### src/sv/assert_macros.svh
`ifndef ASSERT_MACROS_SVH
`define ASSERT_MACROS_SVH

// Implication check on the rising edge of aclk, off while in reset.
`define AST_IMPLY(label, ante, cons, msg) \
    label: assert property (@(posedge aclk) disable iff (!aresetn) (ante) |-> (cons)) \
        else $error(msg);

// Next-cycle implication check on the rising edge of aclk, off while in reset.
`define AST_NEXT(label, ante, cons, msg) \
    label: assert property (@(posedge aclk) disable iff (!aresetn) (ante) |=> (cons)) \
        else $error(msg);

`endif

### src/sv/slsc_pkg.sv
// ----------------------------------------------------------------------------
// slsc_pkg
// Shared types and constants of the lane steering core.
// ----------------------------------------------------------------------------
`timescale 1ns / 1ps
`default_nettype none

package slsc_pkg;

    // Arctangent table: atan(2^-i) in degrees, Q24
    localparam int unsigned TBL_FRAC = 24;
    localparam int unsigned TBL_LEN  = 24;
    localparam logic [31:0] ATAN_Q24 [TBL_LEN] = '{
        32'd754974720, 32'd445687602, 32'd235489089, 32'd119537938,
        32'd60000935,  32'd30029717,  32'd15018523,  32'd7509720,
        32'd3754917,   32'd1877466,   32'd938734,    32'd469367,
        32'd234684,    32'd117342,    32'd58671,     32'd29335,
        32'd14668,     32'd7334,      32'd3667,      32'd1833,
        32'd917,       32'd458,       32'd229,       32'd115
    };

    // Configuration register indexes
    localparam logic [1:0] REG_GAIN  = 2'd0;
    localparam logic [1:0] REG_SPEED = 2'd1;
    localparam logic [1:0] REG_LIMIT = 2'd2;
    localparam logic [1:0] REG_LOST  = 2'd3;

    // Heading constants in tenths of a degree
    localparam logic signed [12:0] ANG_FULL = 13'sd1800;

    // floor(2^16 / 20) + 1: exact floor(m / 20) for m below 2^14
    localparam logic [11:0] RECIP20 = 12'd3277;

    // Per-item sideband that rides along the pipeline
    typedef struct packed {
        logic               neg;
        logic               inv;
        logic signed [12:0] head;
    } side_t;

endpackage

`default_nettype wire

### src/sv/slsc_cordic.sv
// ----------------------------------------------------------------------------
// slsc_cordic
// Pipelined CORDIC in vectoring mode, one micro-rotation per stage.
// Returns the accumulated angle in degrees, Q FRAC_BITS.
// ----------------------------------------------------------------------------
`timescale 1ns / 1ps
`default_nettype none

module slsc_cordic #(
    parameter int FRAC_BITS = 16,
    parameter int SW        = 16
) (
    input  wire logic                   aclk,
    input  wire logic                   aresetn,
    input  wire logic                   en,
    input  wire logic                   in_valid,
    input  wire logic [FRAC_BITS+4:0]   mag,
    input  wire logic [SW-1:0]          in_side,
    output logic                        out_valid,
    output logic signed [FRAC_BITS+7:0] angle,
    output logic [SW-1:0]               out_side
);

    import slsc_pkg::*;

    localparam int W = FRAC_BITS + 8;
    localparam int N = FRAC_BITS;

    logic          valid_reg [N];
    logic signed [W-1:0] x_reg [N];
    logic signed [W-1:0] y_reg [N];
    logic signed [W-1:0] z_reg [N];
    logic [SW-1:0] side_reg  [N];

    for (genvar k = 0; k < N; k++) begin : g_stage
        localparam logic signed [W-1:0] STEP = W'(ATAN_Q24[k] >> (TBL_FRAC - FRAC_BITS));
        logic                v_in;
        logic signed [W-1:0] x_in;
        logic signed [W-1:0] y_in;
        logic signed [W-1:0] z_in;
        logic [SW-1:0]       s_in;

        if (k == 0) begin : g_head
            assign v_in = in_valid;
            assign x_in = W'(1) <<< FRAC_BITS;
            assign y_in = signed'(W'(mag));
            assign z_in = '0;
            assign s_in = in_side;
        end else begin : g_body
            assign v_in = valid_reg[k-1];
            assign x_in = x_reg[k-1];
            assign y_in = y_reg[k-1];
            assign z_in = z_reg[k-1];
            assign s_in = side_reg[k-1];
        end

        always_ff @(posedge aclk) begin
            if (!aresetn) begin
                valid_reg[k] <= 1'b0;
            end else if (en) begin
                valid_reg[k] <= v_in;
            end
        end

        // Rotate toward y = 0 and accumulate the angle
        always_ff @(posedge aclk) begin
            if (en) begin
                if (y_in >= 0) begin
                    x_reg[k] <= x_in + (y_in >>> k);
                    y_reg[k] <= y_in - (x_in >>> k);
                    z_reg[k] <= z_in + STEP;
                end else begin
                    x_reg[k] <= x_in - (y_in >>> k);
                    y_reg[k] <= y_in + (x_in >>> k);
                    z_reg[k] <= z_in - STEP;
                end
                side_reg[k] <= s_in;
            end
        end
    end

    assign out_valid = valid_reg[N-1];
    assign angle     = z_reg[N-1];
    assign out_side  = side_reg[N-1];

endmodule

`default_nettype wire

### config.mk
export PLATFORM = sky130hd
export DESIGN_NAME = slsc_cordic
export DESIGN_NICKNAME = d
export VERILOG_FILES = /design/src/sv/assert_macros.svh /design/src/sv/slsc_pkg.sv /design/src/sv/slsc_cordic.sv
export SDC_FILE = /design/constraint.sdc
export NUM_CORES = 2
export LEC_CHECK = 0
export ABC_AREA = 1
export CELL_PAD_IN_SITES_DETAIL_PLACEMENT = 0
export CELL_PAD_IN_SITES_GLOBAL_PLACEMENT = 1
export CORE_ASPECT_RATIO = 0.5
export CORE_UTILIZATION = 25
export CTS_CLUSTER_SIZE = 28
export DETAILED_ROUTE_END_ITERATION = 6
export DONT_BUFFER_PORTS = 1
export PLACE_DENSITY_LB_ADDON = 0.1
export SYNTH_ARGS = -nofsm -noshare
export SYNTH_HDL_FRONTEND = slang
export SYNTH_SLANG_ARGS = --single-unit
### constraint.sdc
create_clock -name aclk -period 5.23 [get_ports aclk]
set_input_delay 0.7845 -clock aclk [delete_from_list [all_inputs] [get_ports aclk]]
set_output_delay 0.7845 -clock aclk [all_outputs]
set_load 0.01 [all_outputs]
==> impl_metrics.ini <==
[global_routing]
grt_overflow = 0
grt_usage_pct = 16.5
grt_max_degree = 221
antenna_found_initial = 2
grt_pass1_wl_um = 525000
grt_pass1_vias = 89542

[synthesis]
synth_fp_nets = 14167
ys_top_cells_by_count = nand2_1 (3,589), inv_1 (1,778), nor2_1 (1,507)
synth_edf_count = 1232
async_flop_share_pct = 0
yosysTopAreaCell = edfxtp_1
synth_cell_types = 52
yosysMostFrequentCell = nand2_1
avgSynthCellArea_um2 = 7.53
ys.flop_type = edfxtp_1
synth_top_area_share_pct = 36.8
synth_area_leaders = edfxtp_1 (37%), nand2_1 (13%), ha_1 (9.3%), xor2_1 (6.8%), inv_1 (6.6%)
synthCells = 13353
ys_seq_area_share_pct = 36.8
ys_warn_count = 0
synth_area_um2 = 101000
ys_seq_elements = 1233

[detailed_routing]
firstDrtPassIters = 5
drc = 0
ant_nets = 0
routed_wl_um = 343000
drt_iter0_drc = 4647
vias = 88135
wl_per_cell_um = 17.4
viasPerCell = 4.48

[die]
die_area_um2 = 405000
rows = 164
fp.dieH_um = 450
initial_utilization_pct = 25.1
coreArea_um2 = 400000
die_w_um = 899
ios = 82

[layout]
syn2layout_area_growth_pct = 17.6
multi_input_area_um2 = 56100
largest_reg_flops = 335
nets = 15059
seqCellArea_um2 = 37000
nFillCells = 43400
final_core_utilization_pct = 29.6
drive_gt1_share_pct = 8.07
finalNonFillerCells = 19660

[clock_network]
cts_resized = 0
cts_tree = yes
root_buffer = clkbuf_16
cts.sinks = 1233
cts_buffer_depth = 4
clk_latency_ns = 0.89
clk_pin_slew_ns = 0.07
cts_made_buffers = 154
htreeDepth = 4

[timing]
setup_violations = 0
rsz0062_at_grt = no
clock-skew-final_ns = 0.0700
tightest_slew_ns = 1.38
hold_viol = 0
slew_headroom_pct = 8.06
slew_violations = 0
fmax_mhz = 208
fin_crit_ns = 4.81
post-route-period-util_pct = 92.0

[place]
place.gp.congestion = 0.839
hpwlAfterDp_um = 284000
dp.cells = 19367
numPortBuffers = 0

[critical_path]
cp_data_arrival_time_ns = 5.41
crit_fanout = 210
cpMaxStageDelayCell = buf_16
cp_data_required_time_ns = 5.83
crit_type = in2reg
critPathBufInv = 8
critical_path.top_delay_family = buffers and inverters
worst_setup_path_start_kind = input port
crit_chain = buf_16, buf_16, buf_16, nand2_2, buf_4, inv_2, nor2_1, xor2_1, buf_4, inv_1, ha_1, buf_4, a21oi_1, o21ai_0, a21oi_1, nand2_1, nand2_1, nand2_1, nand2_1, nand2_1
crit_path_frequent_cell = nand2_1
critPathMaxStageDelay_ns = 0.70
worstSetupEndpointType = flip-flop

[outcome]
outcome = finished clean

[hold_path]
hp-class = in2reg

[flow_run]
maxCapViolCount = 0
## final cells by class
class	count	area share, %
clock inverters	78	0.691
repair buffers	877	5.78
well taps	5312	5.62
flip-flops and latches	1233	31.3
diodes	1	0.00212
inverters	1795	5.70
multi-input cells	10184	47.5
clock buffers	180	3.43
## logic make-up (layout without fill, tap and decap cells)
| logic type | count (synthesis) | in the layout | share of synthesized area, % |
|---|---|---|---|
| AND/OR/NAND/NOR | 6344 | 6344 | 25.8 |
| AO/OA/AOI/OAI | 2035 | 2035 | 11.2 |
| buffers and inverters | 1936 | 2930 | 7.38 |
| flip-flops | 1233 | 1233 | 36.8 |
| XOR/XNOR | 1031 | 1031 | 8.98 |
| adder cells (fa/ha/maj) | 773 | 773 | 9.80 |
| other | 1 | 2 | 0.00373 |
## layer usage
metal	share of wire, %	GRT usage, %
met5	0	0
met4	2.5	3.93
met3	2.3	1.57
met2	49	30.1
met1	46	20.8
## cells in the final DEF, fill, tap and decap left out, drive strengths merged, types with 76 or more instances in the layout
master and count:
xnor2 250, nand3 698, xor2 781, nand2 3601, ha 748, clkbuf 180
nor3 120, a21oi 1014, o21ai 617, buf 844, a41oi 76, inv 1795
nor2 1516, edfxtp 1232, nand4 264
## stage by stage
step	cell area [um^2]	TNS [ns]	setup WS (ns)	hold WS [ns]
after floorplan	101000	0	1.56	0.400
after global placement	113000	-45.41	-0.492	0.400
after detailed placement	113000	-50.88	-0.489	0.405
after CTS	118000	0	0.506	0.0231
after global routing	118000	0	0.0600	0.0514
final	118000	0	0.418	0.128
## final timing paths
path	start	end	slack, ns	cells after the start
setup / recovery	en	x_reg[1][114]	0.42	20
hold / removal	mag[20]	y_reg[0][22]	0.13	1
setup reg to reg	y_reg[0][1]	y_reg[0][44]	1.02	14
hold reg to reg	side_reg[1][95]	side_reg[1][111]	0.39	0
## worst reg2reg max path, stage by stage, from the launching register on
cell	delay (ns)
edfxtp_1	0.58
inv_1	0.21
ha_1	0.19
nand3_1	0.16
nor2_1	0.29
nand2_1	0.16
nor3_1	0.52
a21oi_1	0.20
xor2_1	0.20
ha_1	0.44
nand2_1	0.16
nor4_1	0.41
nand4_1	0.15
nand3_1	0.12
xor2_1	0.24
## repair_timing
item / 4_1_cts / 5_1_grt
buffers inserted: 0 / 0
hold endpoints to repair: 171 / 0
hold buffers: 34 / 0
Power is not shown: default switching activity piles up to over one toggle a cycle in this logic, so the estimate is an artifact.
