`config.mk`:
```
export PLATFORM = sky130hd
export DESIGN_NAME = slsc_div
export DESIGN_NICKNAME = d
export VERILOG_FILES = /design/src/sv/assert_macros.svh /design/src/sv/slsc_div.sv
export SDC_FILE = /design/constraint.sdc
export NUM_CORES = 1
export LEC_CHECK = 0
export ABC_AREA = 1
export BUFFER_PORTS_ARGS = -buffer_cell sky130_fd_sc_hd__buf_2
export CORE_MARGIN = 2
export CORE_UTILIZATION = 40
export CTS_BUF_LIST = sky130_fd_sc_hd__clkbuf_8
export CTS_CLUSTER_SIZE = 16
export DETAILED_ROUTE_END_ITERATION = 16
export SETUP_SLACK_MARGIN = 0.4
export SLEW_MARGIN = 40
export SYNTH_ARGS = -nofsm -noshare
export SYNTH_HDL_FRONTEND = slang
export SYNTH_SLANG_ARGS = --single-unit
```
`constraint.sdc`:
```
create_clock -name aclk -period 2.24 [get_ports aclk]
set_clock_uncertainty 0.15 [all_clocks]
set_input_delay 0.448 -clock aclk [delete_from_list [all_inputs] [get_ports aclk]]
set_output_delay 0.448 -clock aclk [all_outputs]
set_load 0.01 [all_outputs]
```
`src/sv/assert_macros.svh`:
```
`ifndef ASSERT_MACROS_SVH
`define ASSERT_MACROS_SVH

// Implication check on the rising edge of aclk, off while in reset.
`define AST_IMPLY(label, ante, cons, msg) \
    label: assert property (@(posedge aclk) disable iff (!aresetn) (ante) |-> (cons)) \
        else $error(msg);

// Next-cycle implication check on the rising edge of aclk, off while in reset.
`define AST_NEXT(label, ante, cons, msg) \
    label: assert property (@(posedge aclk) disable iff (!aresetn) (ante) |=> (cons)) \
        else $error(msg);

`endif

```
`src/sv/slsc_div.sv`:
```
// ----------------------------------------------------------------------------
// slsc_div
// Pipelined restoring divider, one quotient bit per stage. The top
// NW-QW dividend bits must already be below the divisor.
// ----------------------------------------------------------------------------
`timescale 1ns / 1ps
`default_nettype none

module slsc_div #(
    parameter int NW = 27,
    parameter int DW = 11,
    parameter int QW = 18,
    parameter int SW = 15
) (
    input  wire logic          aclk,
    input  wire logic          aresetn,
    input  wire logic          en,
    input  wire logic          in_valid,
    input  wire logic [NW-1:0] dividend,
    input  wire logic [DW-1:0] divisor,
    input  wire logic [SW-1:0] in_side,
    output logic               out_valid,
    output logic [QW-1:0]      quotient,
    output logic [SW-1:0]      out_side
);

    logic          valid_reg [QW];
    logic [DW-1:0] rem_reg   [QW];
    logic [QW-1:0] qr_reg    [QW];
    logic [DW-1:0] dvs_reg   [QW];
    logic [SW-1:0] side_reg  [QW];

    for (genvar k = 0; k < QW; k++) begin : g_stage
        logic          v_in;
        logic [DW-1:0] r_in;
        logic [QW-1:0] q_in;
        logic [DW-1:0] d_in;
        logic [SW-1:0] s_in;
        logic [DW:0]   cand;
        logic [DW:0]   trial;
        logic          fits;

        if (k == 0) begin : g_head
            assign v_in = in_valid;
            assign r_in = DW'(dividend[NW-1:QW]);
            assign q_in = dividend[QW-1:0];
            assign d_in = divisor;
            assign s_in = in_side;
        end else begin : g_body
            assign v_in = valid_reg[k-1];
            assign r_in = rem_reg[k-1];
            assign q_in = qr_reg[k-1];
            assign d_in = dvs_reg[k-1];
            assign s_in = side_reg[k-1];
        end

        // Trial subtract of the divisor from the shifted remainder
        assign cand  = {r_in, q_in[QW-1]};
        assign trial = cand - {1'b0, d_in};
        assign fits  = (cand >= {1'b0, d_in});

        always_ff @(posedge aclk) begin
            if (!aresetn) begin
                valid_reg[k] <= 1'b0;
            end else if (en) begin
                valid_reg[k] <= v_in;
            end
        end

        always_ff @(posedge aclk) begin
            if (en) begin
                rem_reg[k]  <= fits ? trial[DW-1:0] : cand[DW-1:0];
                qr_reg[k]   <= {q_in[QW-2:0], fits};
                dvs_reg[k]  <= d_in;
                side_reg[k] <= s_in;
            end
        end
    end

    assign out_valid = valid_reg[QW-1];
    assign quotient  = qr_reg[QW-1];
    assign out_side  = side_reg[QW-1];

endmodule

`default_nettype wire

```
==> key figures, run 1 <==
Floorplanning
  • Ports: 91
  • Full die area: between 100000 and 150000 sq um
  • Die W: 340 microns
  • Row cnt: approximately 120
  • Initial Utilization: between 40% and 50%
  • Chip Height: 340 microns
  • Core area: 112000 sq um

Placement
  • Dpl ws: 0.00661 ns
  • Port Buf Inserts: 90
  • DP Wirelength: ~60 mm
  • Placed Area: 49800 sq um
  • Routability cong.: 0.839

Global route
  • Number of global-route vias before repair: 30600
  • Pin count of the biggest net entering global routing: 55
  • GR Util All Layers: 16.3%
  • Grt ovf: 0
  • Global-route wire length before repair: 153 mm
  • Initial antenna violation count: 3

Finish
  • Largest register FFs: 324
  • Nets: 4861
  • Layout area overhead: 31.2%
  • Commonest non-fill, non-tap cell in the layout: edfxtp_1
  • Final instance area: slightly below 60000 sq um
  • Share of cells above drive strength 1: about a third
  • Commonest non-fill, non-tap cells in the layout: 985 x edfxtp_1, 779 x nand2_1, 605 x inv_1, 329 x buf_4, 189 x nand2_2

Detailed routing
  • 1st-pass router iterations: 7
  • Antenna Nets Post-Route: 0
  • Routed via count: 30000
  • DRC: 0
  • DR iter-0 viols: 1784
  • Vias per cell: between 4 and 5
  • Routed WL: 95.1 mm
  • Drt wl/cell: 15.3 microns

Critical path
  • Crit path max-delay cell type: edfxtp_1
  • Worst-path cell chain: ha_4, fa_2, inv_2, nand3_2, nand3_4, nand2_4, nand4_4, o21ai_2, buf_4
  • Crit-path max cell delay: 0.50 ns
  • Peak fanout along the critical path: 8
  • Worst Setup Start Kind: flop
  • Critical path arrival: 2.62 ns
  • Setup CP Type: flop to flop
  • Worst Setup End Kind: flop
  • CP Data Required Time: ~2.7 ns

Timing
  • Max Clk Rate: 462 MHz
  • Rel. slew slack: 63.6%
  • Fin worst setup slack: 0.0755 ns
  • Worst-Margin Slew: roughly 0.55 ns
  • Final hold vios: 0
  • Hold WS: 0.0915 ns
  • Slew Viols, Final: 0
  • Unrepaired setup endpoints after global routing: true
  • Tmin final: between 2 and 2.5 ns
  • # setup viols final: 0
  • Period utilisation layout: 96.6%

Clock tree
  • CTS max path bufs: 3
  • Total CTS buffers: 168
  • Worst-path clk slew: 0.06 ns
  • CTS tree: built
  • CTS Root Cell: clkbuf_8
  • H-tree depth: 4
  • Worst skew pair latency: ~0.87 ns
  • CTS sink count: 986

Status
  • Status: complete, no violations

Min path
  • Hold WC Path Type: primary input to flop

Logic synthesis
  • Synth cell types: 37
  • FFs w/ async S/R, synth: 0%
  • Synth Area per Inst: 11.7 sq um
  • Cells after Synth: 3855
  • Prevailing post-synth register cell: edfxtp_1
  • Register area share after synthesis: between 60% and 70%
  • Yosys warnings: 0
  • EDFF count, synth: 985
  • Synth Cell Area: around 45000 sq um
  • Register bit total from synthesis: 986
  • Synthesized net count: 4126

Power and ir drop
  • Leak: 24.8 nW
  • VDD IR max: between 500 and 600 uV
  • PD cells: approximately 1200 nW/um^2
  • Post-route total power: roughly 0.07 W

Job
  • Number of max-cap violations: 0
-- worst paths after layout --
| check | start | slack (ns) | to | depth (start not counted) |
|---|---|---|---|---|
| max | dvs_reg[7][0]$_DFFE_PP_ | 0.08 | rem_reg[8][1]$_DFFE_PP_ | 9 |
| min | dividend[17] | 0.09 | rem_reg[0][0]$_DFFE_PP_ | 6 |
| max reg2reg | dvs_reg[7][0]$_DFFE_PP_ | 0.08 | rem_reg[8][1]$_DFFE_PP_ | 9 |
| min reg2reg | qr_reg[0][4]$_DFFE_PP_ | 0.24 | qr_reg[1][5]$_DFFE_PP_ | 0 |
-- where the power goes --
part	internal [W]	switching [W]	total (W)
Sequential	0.0241	0.00190	0.0260
Combinational	0.0124	0.0157	0.0281
Clock	0.00805	0.00726	0.0153
-- Yosys cell counts, types with 4 or more instances --
cell / number / share of area, %
a21oi_1: 58 / 0.64
a21oi_2: 16 / 0.31
and2_1: 17 / 0.23
buf_12: 8 / 0.35
buf_2: 15 / 0.17
buf_6: 5 / 0.12
buf_8: 4 / 0.13
edfxtp_1: 985 / 65
fa_1: 17 / 0.75
ha_1: 197 / 5.4
inv_1: 631 / 5.2
inv_2: 19 / 0.16
nand2_1: 985 / 8.2
nand2_2: 37 / 0.51
nand3_1: 177 / 2.0
nand3_2: 79 / 1.7
nand3_4: 7 / 0.27
nand3b_1: 66 / 1.1
nand4_1: 146 / 2.0
nand4_4: 16 / 0.75
nor2_1: 164 / 1.4
nor2_2: 42 / 0.58
o21ai_0: 36 / 0.40
o21ai_1: 15 / 0.17
o21ai_2: 33 / 0.64
or2_2: 18 / 0.25
xnor2_1: 16 / 0.31
xor2_1: 35 / 0.68
-- routing by layer --
layer | GRT usage, % | vias to the layer above | part of all wire, %
met5 | 0 | - | 0
met4 | 6.87 | 0 | 3.4
met3 | 3.11 | 246 | 4.2
met2 | 27.9 | 668 | 50
met1 | 20.2 | 14400 | 43
li1 | - | 14700 | -
-- kinds of logic (layout without fill, tap and decap cells) --
logic type / count (synthesis) / after routing / share of synthesized area (%)
adders and majority gates: 214 / 214 / 6.20
and+or+nand+nor: 1759 / 1792 / 19.0
AOI/OAI and AO/OA: 161 / 161 / 2.20
DFF: 986 / 986 / 65.4
buffers and inverters: 684 / 1515 / 6.19
other: 0 / 5 / 0
xor gates and xnor gates: 51 / 51 / 0.987
-- per-stage QoR --
step	TNS (ns)	std cells	utilization [%]
CTS	0	6124	51.1
finish	0	6224	52.9
detailed placement	0	5559	44.3
floorplan	0	3855	-
global route	-0.113	6224	52.9
global placement	-0.0267	5559	44.3
-- timing repair --
item | 4_1_cts | 5_1_grt
endpoints found under the hold margin | 167 | 0
cloned | 32 | 4
pin swaps | 157 | 214
gates resized for setup | 416 | 339
endpoints found under the setup margin | 226 | 237
hold buffers | 56 | 0
buffers inserted | 178 | 91
-- worst max-delay path, delay by kind of cell, from the launching register on --
| kind | cells | cell delay [ns] |
|---|---|---|
| AO/OA/AOI/OAI | 1 | 0.07 |
| flip-flops | 1 | 0.50 |
| AND/OR/NAND/NOR | 4 | 0.39 |
| buffers and inverters | 2 | 0.21 |
| adder cells (fa/ha/maj) | 2 | 0.58 |
-- final cells by class --
class	instances	area, sq um
fill	9652	53000
inverter	650	2470
clock inverter	126	806
sequential	986	29600
antenna	5	12.5
timing repair buffer	566	4830
tap	1500	1880
clock buffer	173	2380
multi-input combinational	2218	17400
Power figures use the tool's default switching activity.
==> run 2: changes to the inputs <==
- CORE_MARGIN: 2 -> default
- SETUP_SLACK_MARGIN: 0.4 -> default
- SKIP_CTS_REPAIR_TIMING: default -> 1
==> run 2 against run 1 <==
Against the previous run:
- the run now ends with DRC left
- non-clock buffer count fell by 181
- cell count fell by 3.0%
- utilization fell by 4.4 points
- wire length fell by 8.9%
- highest routed layer unchanged
- sequential share of layout area rose by 4.6 points
- register-to-register slack got worse by 0.02 ns
- hold slack improved by 0.086 ns
- setup slack got worse by 0.016 ns
- sequential power fell by 2%
- total power fell by 9.8%
==> key figures, run 2 (same netlist as run 1, synthesis figures left out) <==
Placement
  • Port Buf Inserts: 90 (unchanged)
  • DP Wirelength: 57.7 mm (-4.4%)
  • Routability cong.: 0.861 (+2.6%)

Detailed routing
  • Drt wl/cell: 14.4 microns (-6.1%)
  • Routed via count: 28300 (-5.5%)
  • 1st-pass router iterations: 11 (+4)
  • Vias per cell: 4.69 (-2.7%)
  • DR iter-0 viols: 1540 (-14%)
  • Antenna Nets Post-Route: 0 (unchanged)
  • DRC: 2 (+2)
  • Routed WL: 86.7 mm (-8.9%)

Critical path
  • Crit path max-delay cell type: edfxtp_1
  • Setup CP Type: flop to flop
  • Worst R2R Setup Slack: 0.06 ns (-0.02 ns)
  • End of the worst register-to-register path: rem_reg[6][6]$_DFFE_PP_
  • CP Data Required Time: 2.64 ns (-0.05 ns)
  • Crit-path max cell delay: 0.41 ns (-0.09 ns)
  • Levels on crit path: 9 (unchanged)
  • Worst r2r src: dvs_reg[5][0]$_DFFE_PP_
  • Worst-path cell chain: ha_2, fa_2, inv_1, nand3_1, nand3_4, nand2_4, buf_4, nand4_1, nand2_1
  • CP top delay family: adder cells
  • Worst r2r path cells: 9 (unchanged)
  • Worst Setup End Kind: flop
  • Critical path arrival: 2.58 ns (-0.04 ns)
  • Peak fanout along the critical path: 6 (-2)
  • Worst Setup Start Kind: flop
  • Worst path bufs/invs: 2 (unchanged)
  • Critical Path End: rem_reg[6][6]$_DFFE_PP_
  • Setup crit start: dvs_reg[5][0]$_DFFE_PP_

Timing
  • Tmin final: 2.18 ns (+0.0164 ns)
  • # setup viols final: 0 (unchanged)
  • Worst-Margin Slew: 0.530 ns (-0.0166 ns)
  • Rel. slew slack: 64.6% (+1.0 points)
  • Slew Viols, Final: 0 (unchanged)
  • Final hold vios: 0 (unchanged)
  • Period utilisation layout: 97.4% (+0.73 points)
  • Setup tns final: 0 ns (unchanged)
  • Max Clk Rate: 459 MHz (-0.75%)
  • Unrepaired setup endpoints after global routing: true

Clock tree
  • Total CTS buffers: 169 (+0.60%)
  • CTS tree: built
  • CTS sink count: 986 (unchanged)
  • Worst-path clk slew: 0.06 ns (about the same)
  • CTS max path bufs: 3 (unchanged)
  • Worst skew pair latency: 0.83 ns (-0.04 ns)
  • CTS Root Cell: clkbuf_8
  • H-tree depth: 4 (unchanged)

Global route
  • Initial antenna violation count: 1 (-2)
  • Pin count of the biggest net entering global routing: 84 (+53%)
  • Grt ovf: 0 (unchanged)
  • Global-route wire length before repair: 135 mm (-12%)
  • GR Util All Layers: 14.4% (-1.9 points)
  • Number of global-route vias before repair: 27800 (-9.1%)

Power and ir drop
  • VDD IR max: 569 uV (-3.8%)
  • Leak: 23.3 nW (-5.9%)
  • PD cells: 1150 nW/um^2 (-1.5%)

Floorplanning
  • Row cnt: 123 (unchanged)
  • Ports: 91 (unchanged)
  • Chip Height: 338 microns (-0.59%)
  • Die W: 338 microns (-0.59%)
  • Core area: 112000 sq um (unchanged)
  • Initial Utilization: 40.3% (unchanged)
  • Full die area: 115000 sq um (-1.2%)

Min path
  • Hold WC Path Type: primary input to flop

Status
  • Failing checks: DRC
  • Status: complete, but fails checks

Finish
  • Share of cells above drive strength 1: 21.0% (-14 points)
  • Total area of sequential cells: 29600 sq um (unchanged)
  • Commonest non-fill, non-tap cell in the layout: edfxtp_1
  • Fillers: 10200 (+5.2%)
  • Final Util: 48.4% (-4.4 points)
  • Layout area overhead: 20.2%
  • Largest register FFs: 324 (unchanged)
  • Commonest non-fill, non-tap cells in the layout: 985 x edfxtp_1, 962 x nand2_1, 671 x inv_1, 213 x buf_4, 171 x clkbuf_8
  • Nets: 4675 (-3.8%)
  • Area of the multi-input gates: 14100 sq um (-19%)

Job
  • Number of max-cap violations: 0 (unchanged)
==> run 2: cell count changes in the layout (fill, tap and decap cells not counted), sizes merged <==
cell	before	now
buf	506	327
clkinv	51	68
inv	715	705
nand2	1031	1024
clkbuf	177	172
nand4	184	189
nand3	267	263
diode	5	2
bufinv	7	8
clkinvlp	3	2
dlygate4sd3	56	57
==> run 2: how the worst min path moves through the flow <==
stage | from | endpoint | slack, ns | depth (start not counted)
4_1_cts | in_side[13] | side_reg[0][13]$_DFFE_PP_ | -0.48 | 1
3_3_place_gp | qr_reg[8][14]$_DFFE_PP_ | qr_reg[9][15]$_DFFE_PP_ | 0.25 | 0
6_report | dividend[6] | qr_reg[0][7]$_DFFE_PP_ | 0.18 | 2
5_1_grt | in_side[14] | side_reg[0][14]$_DFFE_PP_ | 0.09 | 2
3_5_place_dp | qr_reg[9][16]$_DFFE_PP_ | qr_reg[10][17]$_DFFE_PP_ | 0.25 | 0
2_1_floorplan | qr_reg[9][9]$_DFFE_PP_ | qr_reg[10][10]$_DFFE_PP_ | 0.25 | 0
==> run 2: metal layers <==
metal / vias up / wire length, microns / track usage (%)
met5: - / 0 / 0
met4: 0 / 2740 / 6.07
met3: 195 / 3120 / 2.91
met2: 467 / 42300 / 24.1
met1: 13300 / 38500 / 18.1
li1: 14300 / - / -
==> run 2: through the flow <==
step	hold WS (ns)	std cells	power (W)	setup WS, ns	instance area, sq um
after floorplan	0.250	3855	0.0401	0.103	45300
after global placement	0.250	5619	0.0450	-0.143	49000
after detailed placement	0.255	5619	0.0453	-0.139	49000
after CTS	-0.479	5923	0.0612	-0.147	52300
after global routing	0.0914	6039	0.0671	-0.0362	54400
final	0.177	6039	0.0626	0.0591	54400
==> run 2: power breakdown <==
group	internal [W]	leakage [nW]	switching, W
Sequential	0.0241	9.66	0.00147
Clock	0.00814	1.82	0.00729
Combinational	0.00857	11.8	0.0131
==> run 2: worst reg2reg max path, cell delays in order, from the launching register on <==
cell	delay (ns)
edfxtp_1	0.41
ha_2	0.21
fa_2	0.34
inv_1	0.09
nand3_1	0.12
nand3_4	0.13
nand2_4	0.11
buf_4	0.18
nand4_1	0.09
nand2_1	0.07
==> run 2: layout make-up <==
| type | count | share of cell area [%] |
|---|---|---|
| Sequential cell | 986 | 54.4 |
| Timing Repair Buffer | 385 | 5.70 |
| Antenna cell | 2 | 0.00920 |
| Inverter | 650 | 4.48 |
| Clock buffer | 171 | 4.33 |
| Multi-Input combinational cell | 2212 | 26.0 |
| Clock inverter | 133 | 1.62 |
| Tap cell | 1500 | 3.45 |
==> run 3: changes to the inputs <==
--- a/config.mk
+++ b/config.mk
@@ -11,2 +11,3 @@
 export CTS_BUF_LIST = sky130_fd_sc_hd__clkbuf_8
+export CTS_CLUSTER_DIAMETER = 150
 export CTS_CLUSTER_SIZE = 16
==> constraint.sdc (replaced) <==
create_clock -name aclk -period 2.24 [get_ports aclk]
set_clock_uncertainty 0.15 [all_clocks]
set_input_delay 0.672 -clock aclk [delete_from_list [all_inputs] [get_ports aclk]]
set_output_delay 0.672 -clock aclk [all_outputs]
set_load 0.01 [all_outputs]
==> run 3 against run 2 <==
Against the previous run:
- the run now ends clean
- combinational power increased by 3%
- cell area fell by 2.7%
- non-clock buffer count is 107 higher
- critical path type unchanged
- critical endpoint is now rem_reg[10][0]$_DFFE_PP_
- highest routed layer unchanged
==> key figures, run 3 (same netlist as run 1, synthesis figures left out) <==
Timing
  • Slew Viols, Final: 0 (unchanged)
  • Rel. slew slack: 72.8% (+8.2 points)
  • Worst-Margin Slew: 0.407 ns (-0.122 ns)
  • Tmin final: 2.24 ns (+0.0571 ns)
  • Unrepaired setup endpoints after global routing: true
  • Hold WS: 0.0151 ns (-0.162 ns)
  • Final hold vios: 0 (unchanged)
  • Max Clk Rate: 447 MHz (-2.6%)
  • Period utilisation layout: 99.9% (+2.6 points)
  • # setup viols final: 0 (unchanged)

Floorplanning
  • Ports: 91 (unchanged)
  • Chip Height: 338 microns (unchanged)
  • Die W: 338 microns (unchanged)
  • Initial Utilization: 40.3% (unchanged)
  • Core area: 112000 sq um (unchanged)
  • Full die area: 115000 sq um (unchanged)
  • Row cnt: 123 (unchanged)

Detailed routing
  • Routed WL: 85.6 mm (-1.2%)
  • DR iter-0 viols: 1652 (+7.3%)
  • 1st-pass router iterations: 7 (-4)
  • Vias per cell: 4.67 (-0.37%)
  • Antenna Nets Post-Route: 0 (unchanged)
  • Routed via count: 27700 (-2.3%)
  • Drt wl/cell: 14.5 microns (+0.71%)
  • DRC: 0 (-2)

Finish
  • Nets: 4677 (+0.043%)
  • Layout area overhead: 17.0%
  • Commonest non-fill, non-tap cells in the layout: 985 x edfxtp_1, 963 x nand2_1, 636 x inv_1, 327 x buf_4, 163 x ha_1
  • Fillers: 10100 (-0.23%)
  • Largest register FFs: 324 (unchanged)
  • Share of cells above drive strength 1: 21.0% (-0.041 points)
  • Commonest non-fill, non-tap cell in the layout: edfxtp_1

Critical path
  • Peak fanout along the critical path: 6 (unchanged)
  • Worst Setup End Kind: flop
  • Setup CP Type: flop to flop
  • Critical path arrival: 2.70 ns (+0.12 ns)
  • CP Data Required Time: 2.70 ns (+0.06 ns)
  • Worst Setup Start Kind: flop

Clock tree
  • CTS sink count: 986 (unchanged)
  • CTS Root Cell: clkbuf_8
  • Worst skew pair latency: 0.76 ns (-0.07 ns)
  • CTS max path bufs: 3 (unchanged)
  • Worst-path clk slew: 0.11 ns (+0.05 ns)
  • Total CTS buffers: 71 (-58%)
  • CTS tree: built
  • H-tree depth: 3 (-1)

Power and ir drop
  • VDD IR max: 524 uV (-7.8%)
  • Post-route total power: 0.0562 W (-10%)
  • PD cells: 1060 nW/um^2 (-7.7%)
  • Leak: 22.6 nW (-2.9%)

Status
  • Status: complete, no violations

Global route
  • Grt ovf: 0 (unchanged)
  • Pin count of the biggest net entering global routing: 64 (-24%)
  • Initial antenna violation count: 1 (unchanged)
  • Global-route wire length before repair: 135 mm (about the same)
  • GR Util All Layers: 14.4% (about the same)
  • Number of global-route vias before repair: 27300 (-2.0%)

Min path
  • Hold WC Path Type: primary input to flop

Placement
  • Routability cong.: 0.853 (-0.89%)
  • Port Buf Inserts: 90 (unchanged)
  • DP Wirelength: 60.1 mm (+4.2%)

Job
  • Number of max-cap violations: 0 (unchanged)
-- run 3: cell count changes in the layout (fill, tap and decap cells not counted), moves of 4 or more --
cell / change
buf_12: +9
ha_1: +6
buf_6: +5
dlygate4sd3_1: -20
bufinv_16: -8
clkbuf_8: -99
clkinv_1: -46
inv_12: -4
inv_1: -35
buf_4: +114
nand4_2: -6
clkinv_2: -18
-- run 3: layout make-up --
cell class	instances	area, sq um	area share (%)
Antenna cell	1	2.50	0.00473
Tap cell	1500	1880	3.54
Sequential cell	986	29600	55.9
Multi-Input combinational cell	2205	14000	26.4
Timing Repair Buffer	492	3970	7.49
Clock inverter	17	121	0.229
Inverter	650	2440	4.61
Clock buffer	72	991	1.87
-- run 3: metal layers --
layer  share of wire (%)  up-vias  global-route usage, %
li1                    -    14100                      -
met1                  46    13000                   19.0
met2                  48      387                   24.1
met3                 2.8      146                   2.04
met4                 3.0        0                   5.45
met5                   0        -                      0
-- run 3: path summary, 6_finish.rpt --
path                                                  from                         end  slack (ns)  cells past startpoint
worst max-delay path               dvs_reg[9][0]$_DFFE_PP_    rem_reg[10][0]$_DFFE_PP_       0.002                     10
worst min-delay path                               aresetn       valid_reg[16]$_DFF_P_        0.02                      3
worst max register to register     dvs_reg[9][0]$_DFFE_PP_    rem_reg[10][0]$_DFFE_PP_       0.002                     10
worst min register to register  side_reg[10][11]$_DFFE_PP_  side_reg[11][11]$_DFFE_PP_        0.26                      0
-- run 3: critical path, stage by stage (launching register included) --
cell	delay, ns
edfxtp_1	0.47
ha_4	0.21
fa_2	0.41
inv_2	0.08
nand3_2	0.08
nand3_4	0.09
nand2_4	0.09
nand4_4	0.19
nand2_1	0.07
o21ai_1	0.10
buf_4	0.14
-- run 3: power by group --
group,switching (W),internal [W]
registers,0.00137,0.0240
clock network,0.00556,0.00300
logic,0.0131,0.00918
-- run 3: stage by stage --
stage | setup TNS [ns] | setup WS (ns) | util [%] | area, sq um | cells
2_1_floorplan | -0.00709 | -0.00709 | - | 45300 | 3855
3_3_place_gp | -4.02 | -0.232 | 44.4 | 49900 | 5721
3_5_place_dp | -5.38 | -0.242 | 44.4 | 49900 | 5721
4_1_cts | -4.44 | -0.170 | 45.4 | 51000 | 5810
5_1_grt | -0.662 | -0.0609 | 47.1 | 53000 | 5923
6_report | 0 | 0.00198 | 47.1 | 53000 | 5923
